<file path="config.mk">
export PLATFORM = sky130hd
export DESIGN_NAME = rgb_to_hsv_converter
export DESIGN_NICKNAME = d
export VERILOG_FILES = /design/src/hw/rtl/rhc_pkg.sv /design/src/hw/rtl/rhc_front.sv /design/src/hw/rtl/rhc_cell.sv /design/src/hw/rtl/rgb_to_hsv_converter.sv
export SDC_FILE = /design/constraint.sdc
export NUM_CORES = 2
export LEC_CHECK = 0
export BUFFER_PORTS_ARGS = -buffer_cell sky130_fd_sc_hd__buf_2
export CAP_MARGIN = 5
export CORE_UTILIZATION = 55
export DETAILED_ROUTE_END_ITERATION = 8
export PLACE_DENSITY = 0.68
export SYNTH_ARGS = -nofsm -noshare
export SYNTH_HDL_FRONTEND = slang
export SYNTH_HIERARCHICAL = 1
export SYNTH_SLANG_ARGS = --single-unit
</file>
<file path="constraint.sdc">
create_clock -name clk -period 13.2 [get_ports clk]
set_input_delay 2.64 -clock clk [delete_from_list [all_inputs] [get_ports clk]]
set_output_delay 2.64 -clock clk [all_outputs]
set_load 0.02 [all_outputs]
</file>
<file path="src/hw/rtl/rhc_pkg.sv">
// shared types and constants for the rgb to hsv converter
package rhc_pkg;

  // channel and result widths
  localparam int unsigned CHAN_W = 8;
  localparam int unsigned QUO_W  = 16;
  // remainder width of the hue division, holds up to 6 * 255
  localparam int unsigned HREM_W = 11;

  // one division step per cell, so the chain has one cell per quotient bit
  localparam int unsigned NUM_CELLS = QUO_W;

  // work carried from cell to cell
  typedef struct packed {
    logic [CHAN_W-1:0] sat_rem;   // partial remainder of delta*65535 / max
    logic [CHAN_W-1:0] sat_div;   // max, forced to 1 for black
    logic [QUO_W-1:0]  sat_acc;   // low dividend bits shifting out, quotient bits in
    logic [HREM_W-1:0] hue_rem;   // partial remainder of num*65536 / (6*delta)
    logic [HREM_W-1:0] hue_div;   // 6*delta, forced to 1 for gray
    logic [QUO_W-1:0]  hue_quo;   // hue quotient bits
    logic [CHAN_W-1:0] bright;    // max channel byte
  } rhc_work_t;

endpackage

</file>
<file path="src/hw/rtl/rhc_front.sv">
// front end: max, min, delta, hue numerator and division operands
module rhc_front import rhc_pkg::*; (
  input  logic              clk,
  input  logic              rst_n,
  input  logic              in_valid,
  output logic              in_ready,
  input  logic [CHAN_W-1:0] in_red,
  input  logic [CHAN_W-1:0] in_green,
  input  logic [CHAN_W-1:0] in_blue,
  output logic              out_valid,
  input  logic              out_ready,
  output rhc_work_t         out_work
);

  typedef enum logic [1:0] {
    SEC_RED,
    SEC_GREEN,
    SEC_BLUE
  } sector_t;

  localparam int unsigned NUM_W = HREM_W + 1;

  // first stage registers
  logic              s1_valid_r;
  logic              s1_valid_nxt;
  logic [CHAN_W-1:0] s1_red_r;
  logic [CHAN_W-1:0] s1_green_r;
  logic [CHAN_W-1:0] s1_blue_r;
  logic [CHAN_W-1:0] s1_max_r;
  logic [CHAN_W-1:0] s1_min_r;
  sector_t           s1_sec_r;
  logic              s1_ready;

  // second stage registers
  logic              s2_valid_r;
  logic              s2_valid_nxt;
  rhc_work_t         s2_work_r;
  rhc_work_t         s2_work_nxt;

  logic [CHAN_W-1:0] rg_max;
  logic [CHAN_W-1:0] rg_min;
  logic [CHAN_W-1:0] px_max;
  logic [CHAN_W-1:0] px_min;
  sector_t           px_sec;

  logic [CHAN_W-1:0] delta;
  logic [NUM_W-1:0]  d12;
  logic [NUM_W-1:0]  d6;
  logic [NUM_W-1:0]  base;
  logic [NUM_W-1:0]  diff;
  logic [NUM_W-1:0]  num;

  // ready chain: a stage takes an item when empty or when it drains
  assign s1_ready = !s2_valid_r || out_ready;
  assign in_ready = !s1_valid_r || s1_ready;

  // max, min and sector, red wins ties over green, green over blue
  always_comb begin
    rg_max = (in_red >= in_green) ? in_red : in_green;
    rg_min = (in_red <= in_green) ? in_red : in_green;
    px_max = (rg_max >= in_blue) ? rg_max : in_blue;
    px_min = (rg_min <= in_blue) ? rg_min : in_blue;
    if (in_red >= in_green && in_red >= in_blue) begin
      px_sec = SEC_RED;
    end else if (in_green >= in_blue) begin
      px_sec = SEC_GREEN;
    end else begin
      px_sec = SEC_BLUE;
    end
  end

  // delta, hue numerator and division operands
  always_comb begin
    delta = s1_max_r - s1_min_r;
    d12   = {{(NUM_W-CHAN_W){1'b0}}, delta};
    d6    = (d12 << 2) + (d12 << 1);
    case (s1_sec_r)
      SEC_RED: begin
        base = (s1_green_r < s1_blue_r) ? d6 : '0;
        diff = {{(NUM_W-CHAN_W){1'b0}}, s1_green_r} - {{(NUM_W-CHAN_W){1'b0}}, s1_blue_r};
      end
      SEC_GREEN: begin
        base = d12 << 1;
        diff = {{(NUM_W-CHAN_W){1'b0}}, s1_blue_r} - {{(NUM_W-CHAN_W){1'b0}}, s1_red_r};
      end
      SEC_BLUE: begin
        base = d12 << 2;
        diff = {{(NUM_W-CHAN_W){1'b0}}, s1_red_r} - {{(NUM_W-CHAN_W){1'b0}}, s1_green_r};
      end
      default: begin
        base = '0;
        diff = '0;
      end
    endcase
    num = base + diff;

    // delta*65535 = (delta-1)*65536 + (65536-delta) for nonzero delta
    s2_work_nxt.sat_rem = (delta == '0) ? '0 : delta - CHAN_W'(1);
    s2_work_nxt.sat_acc = QUO_W'(0) - {{(QUO_W-CHAN_W){1'b0}}, delta};
    s2_work_nxt.sat_div = (s1_max_r == '0) ? CHAN_W'(1) : s1_max_r;
    s2_work_nxt.hue_rem = num[HREM_W-1:0];
    s2_work_nxt.hue_div = (delta == '0) ? HREM_W'(1) : d6[HREM_W-1:0];
    s2_work_nxt.hue_quo = '0;
    s2_work_nxt.bright  = s1_max_r;
  end

  // valid bits follow the ready chain
  always_comb begin
    s1_valid_nxt = s1_valid_r;
    s2_valid_nxt = s2_valid_r;
    if (in_ready) begin
      s1_valid_nxt = in_valid;
    end
    if (s1_ready) begin
      s2_valid_nxt = s1_valid_r;
    end
  end

  // control state
  always_ff @(posedge clk) begin
    if (!rst_n) begin
      s1_valid_r <= 1'b0;
      s2_valid_r <= 1'b0;
    end else begin
      s1_valid_r <= s1_valid_nxt;
      s2_valid_r <= s2_valid_nxt;
    end
  end

  // payload
  always_ff @(posedge clk) begin
    if (in_valid && in_ready) begin
      s1_red_r   <= in_red;
      s1_green_r <= in_green;
      s1_blue_r  <= in_blue;
      s1_max_r   <= px_max;
      s1_min_r   <= px_min;
      s1_sec_r   <= px_sec;
    end
    if (s1_valid_r && s1_ready) begin
      s2_work_r <= s2_work_nxt;
    end
  end

  assign out_valid = s2_valid_r;
  assign out_work  = s2_work_r;

  // operands handed to the division chain are always legal
  a_div_nonzero: assert property (@(posedge clk) disable iff (!rst_n)
    s2_valid_r |-> (s2_work_r.sat_div != '0) && (s2_work_r.hue_div != '0))
    else $error("zero divisor entering division chain");

  a_rem_below_div: assert property (@(posedge clk) disable iff (!rst_n)
    s2_valid_r |-> (s2_work_r.sat_rem < s2_work_r.sat_div)
                && (s2_work_r.hue_rem < s2_work_r.hue_div))
    else $error("initial remainder not below divisor");

  a_min_le_max: assert property (@(posedge clk) disable iff (!rst_n)
    s1_valid_r |-> s1_min_r <= s1_max_r)
    else $error("min above max");

endmodule

</file>
<file path="src/hw/rtl/rhc_cell.sv">
// one restoring division step for saturation and hue, registered
module rhc_cell import rhc_pkg::*; (
  input  logic      clk,
  input  logic      rst_n,
  input  logic      in_valid,
  output logic      in_ready,
  input  rhc_work_t in_work,
  output logic      out_valid,
  input  logic      out_ready,
  output rhc_work_t out_work
);

  logic               valid_r;
  logic               valid_nxt;
  rhc_work_t          work_r;
  rhc_work_t          work_nxt;

  logic [CHAN_W:0]    sat_trial;
  logic [CHAN_W:0]    sat_diff;
  logic               sat_ge;
  logic [HREM_W:0]    hue_trial;
  logic [HREM_W:0]    hue_diff;
  logic               hue_ge;

  assign in_ready = !valid_r || out_ready;

  // shift one bit into each remainder and subtract where it fits
  always_comb begin
    sat_trial = {in_work.sat_rem, in_work.sat_acc[QUO_W-1]};
    sat_diff  = sat_trial - {1'b0, in_work.sat_div};
    sat_ge    = sat_trial >= {1'b0, in_work.sat_div};
    hue_trial = {in_work.hue_rem, 1'b0};
    hue_diff  = hue_trial - {1'b0, in_work.hue_div};
    hue_ge    = hue_trial >= {1'b0, in_work.hue_div};

    work_nxt         = in_work;
    work_nxt.sat_rem = sat_ge ? sat_diff[CHAN_W-1:0] : sat_trial[CHAN_W-1:0];
    work_nxt.sat_acc = {in_work.sat_acc[QUO_W-2:0], sat_ge};
    work_nxt.hue_rem = hue_ge ? hue_diff[HREM_W-1:0] : hue_trial[HREM_W-1:0];
    work_nxt.hue_quo = {in_work.hue_quo[QUO_W-2:0], hue_ge};
  end

  // valid bit
  always_comb begin
    valid_nxt = valid_r;
    if (in_ready) begin
      valid_nxt = in_valid;
    end
  end

  always_ff @(posedge clk) begin
    if (!rst_n) begin
      valid_r <= 1'b0;
    end else begin
      valid_r <= valid_nxt;
    end
  end

  // payload
  always_ff @(posedge clk) begin
    if (in_valid && in_ready) begin
      work_r <= work_nxt;
    end
  end

  assign out_valid = valid_r;
  assign out_work  = work_r;

  // remainders stay below their divisors
  a_sat_rem: assert property (@(posedge clk) disable iff (!rst_n)
    valid_r |-> work_r.sat_rem < work_r.sat_div)
    else $error("saturation remainder out of range");

  a_hue_rem: assert property (@(posedge clk) disable iff (!rst_n)
    valid_r |-> work_r.hue_rem < work_r.hue_div)
    else $error("hue remainder out of range");

  // a held item keeps its work while the next cell is busy
  a_hold: assert property (@(posedge clk) disable iff (!rst_n)
    valid_r && !out_ready |=> valid_r && $stable(work_r))
    else $error("cell lost a stalled item");

endmodule

</file>
<file path="src/hw/rtl/rgb_to_hsv_converter.sv">
// rgb to hsv converter top level: front end and a chain of division cells
//
//   channel | dir | tdata fields (low bit first)
//   in_     | in  | red[7:0] green[15:8] blue[23:16]
//   out_    | out | hue[15:0] saturation[31:16] brightness[39:32]
//
// one item per clock sustained while out_tready is held high; two front-end stages,
// then one cell per quotient bit of the 16-bit saturation and hue divisions
// synchronous active-low reset empties every stage
// each stage holds its item when the next one is full, so bubbles close up
// and the last cell register is the output register
module rgb_to_hsv_converter import rhc_pkg::*; (
  input  logic        clk,
  input  logic        rst_n,
  input  logic        in_tvalid,
  output logic        in_tready,
  input  logic [23:0] in_tdata,   // red, green, blue
  output logic        out_tvalid,
  input  logic        out_tready,
  output logic [39:0] out_tdata   // hue, saturation, brightness
);

  logic      chain_valid [NUM_CELLS+1];
  logic      chain_ready [NUM_CELLS+1];
  rhc_work_t chain_work  [NUM_CELLS+1];
  rhc_work_t last_work;

  // max, min, delta and operands
  rhc_front u_front (
    .clk       (clk),
    .rst_n     (rst_n),
    .in_valid  (in_tvalid),
    .in_ready  (in_tready),
    .in_red    (in_tdata[7:0]),
    .in_green  (in_tdata[15:8]),
    .in_blue   (in_tdata[23:16]),
    .out_valid (chain_valid[0]),
    .out_ready (chain_ready[0]),
    .out_work  (chain_work[0])
  );

  // one quotient bit per cell
  for (genvar i = 0; i < NUM_CELLS; i++) begin : g_cell
    rhc_cell u_cell (
      .clk       (clk),
      .rst_n     (rst_n),
      .in_valid  (chain_valid[i]),
      .in_ready  (chain_ready[i]),
      .in_work   (chain_work[i]),
      .out_valid (chain_valid[i+1]),
      .out_ready (chain_ready[i+1]),
      .out_work  (chain_work[i+1])
    );
  end

  // result channel
  assign chain_ready[NUM_CELLS] = out_tready;
  assign last_work  = chain_work[NUM_CELLS];
  assign out_tvalid = chain_valid[NUM_CELLS];
  assign out_tdata  = {last_work.bright, last_work.sat_acc, last_work.hue_quo};

  // black pixels give zero hue and saturation
  a_black: assert property (@(posedge clk) disable iff (!rst_n)
    out_tvalid && out_tdata[39:32] == 8'd0 |-> out_tdata[31:0] == 32'd0)
    else $error("black pixel with nonzero hue or saturation");

endmodule

</file>
Yosys cells after proc, flatten, opt, wreduce, memory -nomap -nowiden:

Cells that the tools add are included.

* add/subtract/negate cells: 38
* order comparisons: 39
* eq/ne operators: 2
* multiplexer cells: 38
* reduce and logical (&&, ||, !) cells: 58

Operators with widths (count)
* >= comparator 12 x 11 -> 1 bit: 16
* two-way mux 11 bit: 16
* subtractor 11 bit: 15
* two-way mux 8 bit: 19
* >= comparator 9 x 8 -> 1 bit: 16
* subtractor 8 bit: 16
* one-hot mux 11 bit (3 select lines): 2
* >= comparator 8 bit: 4
* subtractor 8 x 8 -> 9 bit: 3
* logical AND 1 bit: 19
* logical NOT 1 bit: 18
* logical OR 1 bit: 18
* less-or-equal comparator 8 bit: 2
* logical NOT 8 bit: 2
* adder 10 x 9 -> 11 bit: 1
* adder 11 bit: 1
* subtractor 1 x 8 -> 9 bit, first input constant: 1
* < comparator 8 bit: 1
* subtractor 8 x 1 -> 8 bit, second input constant: 1
* equality test 2 x 1 -> 1 bit, second input constant: 1
* equality test 2 bit, second input constant: 1
* logical NOT 2 bit: 1
* two-way mux 2 bit: 1

* flip-flop bits (word level): 1212
* bits of input ports: 28
* output and inout bits: 42
* word-level logic and storage cells: 328

Depth between registers and ports, before layout:

* depth after elaboration: 20
* gate-level depth with buffers: 21
* mapped depth without buffers: 21

Modules after synthesis:

Netlist, hierarchy kept.

Modules (own cells, without submodules)
* rhc_cell at g_cell[13].u_cell ...: instances 9, cells each 242, area an instance 3538.4 sq um
* rhc_cell at g_cell[0].u_cell ...: instances 6, cells each 240, area an instance 3594.7 sq um
* rhc_front: instances 1, cells each 688, area an instance 7359.6 sq um
* rhc_cell at g_cell[4].u_cell: instances 1, cells each 245, area an instance 3593.4 sq um

Least setup slack after synthesis:

Ideal clock, no wire load.

* path kind: in2out
* start: in out_tready
* end: out in_tready
* arrival time: 5412 ps
* data required time: 10560 ps
* path slack: 5148 ps
* stages: 18
* buffers on the path: 0
* cell sequence: nand2b_1 -> nand2b_1 -> nand2b_1 -> nand2b_1 -> nand2b_1 -> nand2b_1 -> nand2b_1 -> nand2b_1 -> nand2b_1 -> nand2b_1 -> nand2b_1 -> nand2b_1 -> nand2b_1 -> nand2b_1 -> nand2b_1 -> nand2b_1 -> nor2b_1 -> nand2_1

RTL lines
* from (decl): line rgb_to_hsv_converter.sv:19 `input logic out_tready,`
* to (decl): line rgb_to_hsv_converter.sv:16 `output logic in_tready,`

==> flow_summary_export.csv <==
group,metric,value,unit
setup_path,r2r_cells,18,
cts,clock-root-buffer,"clkbuf_16",
setup_path,worst-path-max-fanout,4,
finish,num_antenna_cells,0,
cts,postCtsSetupRepairBufs,0,
yosys,synth.avg_cell_area,13.7,sq um
placed_design,place_hpwl,70300,um
timing,setup_viol,0,
timing,finalSetupTns,0,ns
cts,clock_sinks,1205,
status,violations,"design-rule violations",
routing,vias,32100,
pwr,leakage,24.5,nW
routing,drcViolationCount,3,
pwr,powerDensity,141,nW/um^2
timing,slew_headroom,35.9,%
setup_path,setup.worst_path.end_class,"output pin",
floorplan,core_area,106000,sq um
setup_path,cpPeakStageDelay,0.33,ns
floorplan,die_area,108000,sq um
cts,cts_hold_buf,0,
routing,antenna_left,0,
hold_path,min_path_cells,0,
finish,post-route-util,61.4,%
pwr,vdd.ir_drop.worst,0.156,mV
cts,ctsLongestPathBuffers,3,
floorplan,rows,119,
setup_path,cp_common_cell,"nand2b_1",
cts,clock_latency,0.73,ns
grt,grt_pass1_wl,160000,um
floorplan,die_h,329,um
timing,tightest_slew,0.962,ns
timing,report.final.hold_viol_count,0,
timing,fin_hold_ws,0.398,ns
cts,numCtsBuffers,132,
yosys,syn_nets,4747,
placed_design,postPlaceCellArea,60600,sq um
timing,maxSlewViolCount,0,
routing,first_pass_iters,9,
hold_path,hold_path_class,"flip-flop to flip-flop",
timing,fin_crit,8.74,ns
timing,fin_skew,0.0195,ns
timing,rsz0062_at_grt,"no",
floorplan,ioPinCount,70,
floorplan,die_w,329,um
job,cap_violations,0,
timing,fmax,0.114,GHz
cts,ctsResizeCount,0,
setup_path,cp_slowest_cell,"nor2b_1",
finish,design_area,64900,sq um
routing,vias_per_cell,5.41,
setup_path,crit_type,"primary input to output pin",
setup_path,worstPathRequired,10.56,ns
status,status,"finished, violations left",
setup_path,critPathArrivalTime,6.10,ns
finish,layout.nets,4895,
floorplan,initial_core_util,55.7,%
routing,routedWlPerCell,16.4,um
finish,fill_cells,7895,
yosys,syn_area,58800,sq um
cts,cts_tree,"built",
yosys,synth_cells,4284,
grt,grt_pass1_vias,32500,
grt,grt_usage,18.3,%
cts,clkSlewWorstSetupHoldPaths,0.06,ns
yosys,yosys_warnings,6,
setup_path,worstSetupStartpointType,"primary input",
placed_design,port_buffers,69,
finish,syn_to_final_growth,10.4,%
grt,grt_overflow_total,0,
cts,htreeDepth,4,
timing,period_share,66.2,%
grt,grt_max_degree,71,
routing,drt_wl_total,97300,um
setup_path,crit_chain,"buf_2 -> nand2b_1 -> nand2b_1 -> nand2b_1 -> nand2b_1 -> nand2b_1 -> nand2b_1 -> nand2b_1 -> nand2b_1 -> nand2b_1 -> nand2b_1 -> nand2b_1 -> nand2b_1 -> nand2b_1 -> nand2b_1 -> nand2b_1 -> nand2b_1 -> nor2b_1 -> nand2_1 -> buf_2",
pwr,p_total,9.13,mW
finish,drive_gt1_share,14.0,%
placed_design,place_congestion,0.856,
routing,drtIter0Drc,1639,
grt,antenna_found_initial,0,
-- path summary, 6_finish.rpt --
check | from | to | slack [ns]
max | out_tready | in_tready | 4.46
min | g_cell[9].u_cell/out_work[12] | g_cell[10].u_cell/out_work[13] | 0.40
min reg2reg | g_cell[9].u_cell/out_work[12] | g_cell[10].u_cell/out_work[13] | 0.40
max reg2reg | u_front/s1_max_r[0] | u_front/out_work[45] | 8.03
-- state kept, by name, summed over array words and instances (netlist names) --
register                 flops
g_cell.u_cell/out_valid     16
g_cell.u_cell/out_work    1090
u_front/out_valid            1
u_front/out_work            55
u_front/s1_blue_r            8
u_front/s1_green_r           8
u_front/s1_max_r             8
u_front/s1_min_r             8
u_front/s1_red_r             8
u_front/s1_sec_r             2
u_front/s1_valid_r           1
-- per-stage QoR --
step / cells / setup WS [ns]
after global routing: 5926 / 4.09
after detailed placement: 5689 / 4.49
final: 5926 / 4.46
after CTS: 5926 / 4.43
after floorplan: 4284 / 5.15
after global placement: 5689 / 4.51
-- final cells by class --
cell class	instances	area, sq um	share of cell area, %
sequential	1205	36000	55.4
tap	1391	1740	2.68
clock buffer	153	3470	5.34
timing repair buffer	86	473	0.728
multi-input combinational	2505	20500	31.6
clock inverter	84	882	1.36
inverter	502	1890	2.91
-- worst max-delay path, delay by kind of cell --
kind / cells / cell delay (ns)
and+or+nand+nor: 18 / 3.20
buffers and inverters: 2 / 0.26
-- placed cells by master, fill, tap and decap left out, types with 32 or more instances in the layout --
| master | instances |
|---|---|
| edfxtp_1 | 1187 |
| inv_1 | 493 |
| ha_1 | 398 |
| nor2_1 | 234 |
| a21oi_1 | 226 |
| o21ai_0 | 177 |
| nand2_1 | 160 |
| xnor2_1 | 141 |
| clkbuf_16 | 136 |
| mux2_4 | 103 |
| nand2b_1 | 85 |
| a21o_1 | 72 |
| buf_2 | 69 |
| o21a_1 | 57 |
| nor2b_1 | 56 |
| mux2_2 | 56 |
| xor2_1 | 52 |
| a21boi_0 | 52 |
| a21oi_2 | 40 |
| fa_1 | 37 |
| nor3_1 | 32 |
| o21ai_1 | 32 |
-- power breakdown --
part | switching [mW] | leakage [nW] | internal (mW)
registers | 0.0559 | 10.7 | 4.30
clock network | 1.45 | 2.12 | 2.18
logic | 0.658 | 11.6 | 0.480
total | 2.16 | 24.5 | 6.96
-- routing by layer --
layer / global-route usage, % / part of all wire [%]
met3: 3.28 / 3.1
met2: 34.0 / 53
met1: 21.2 / 41
met4: 6.25 / 2.8
met5: 0 / 0
No activity file was read; power rests on OpenSTA's default activity.
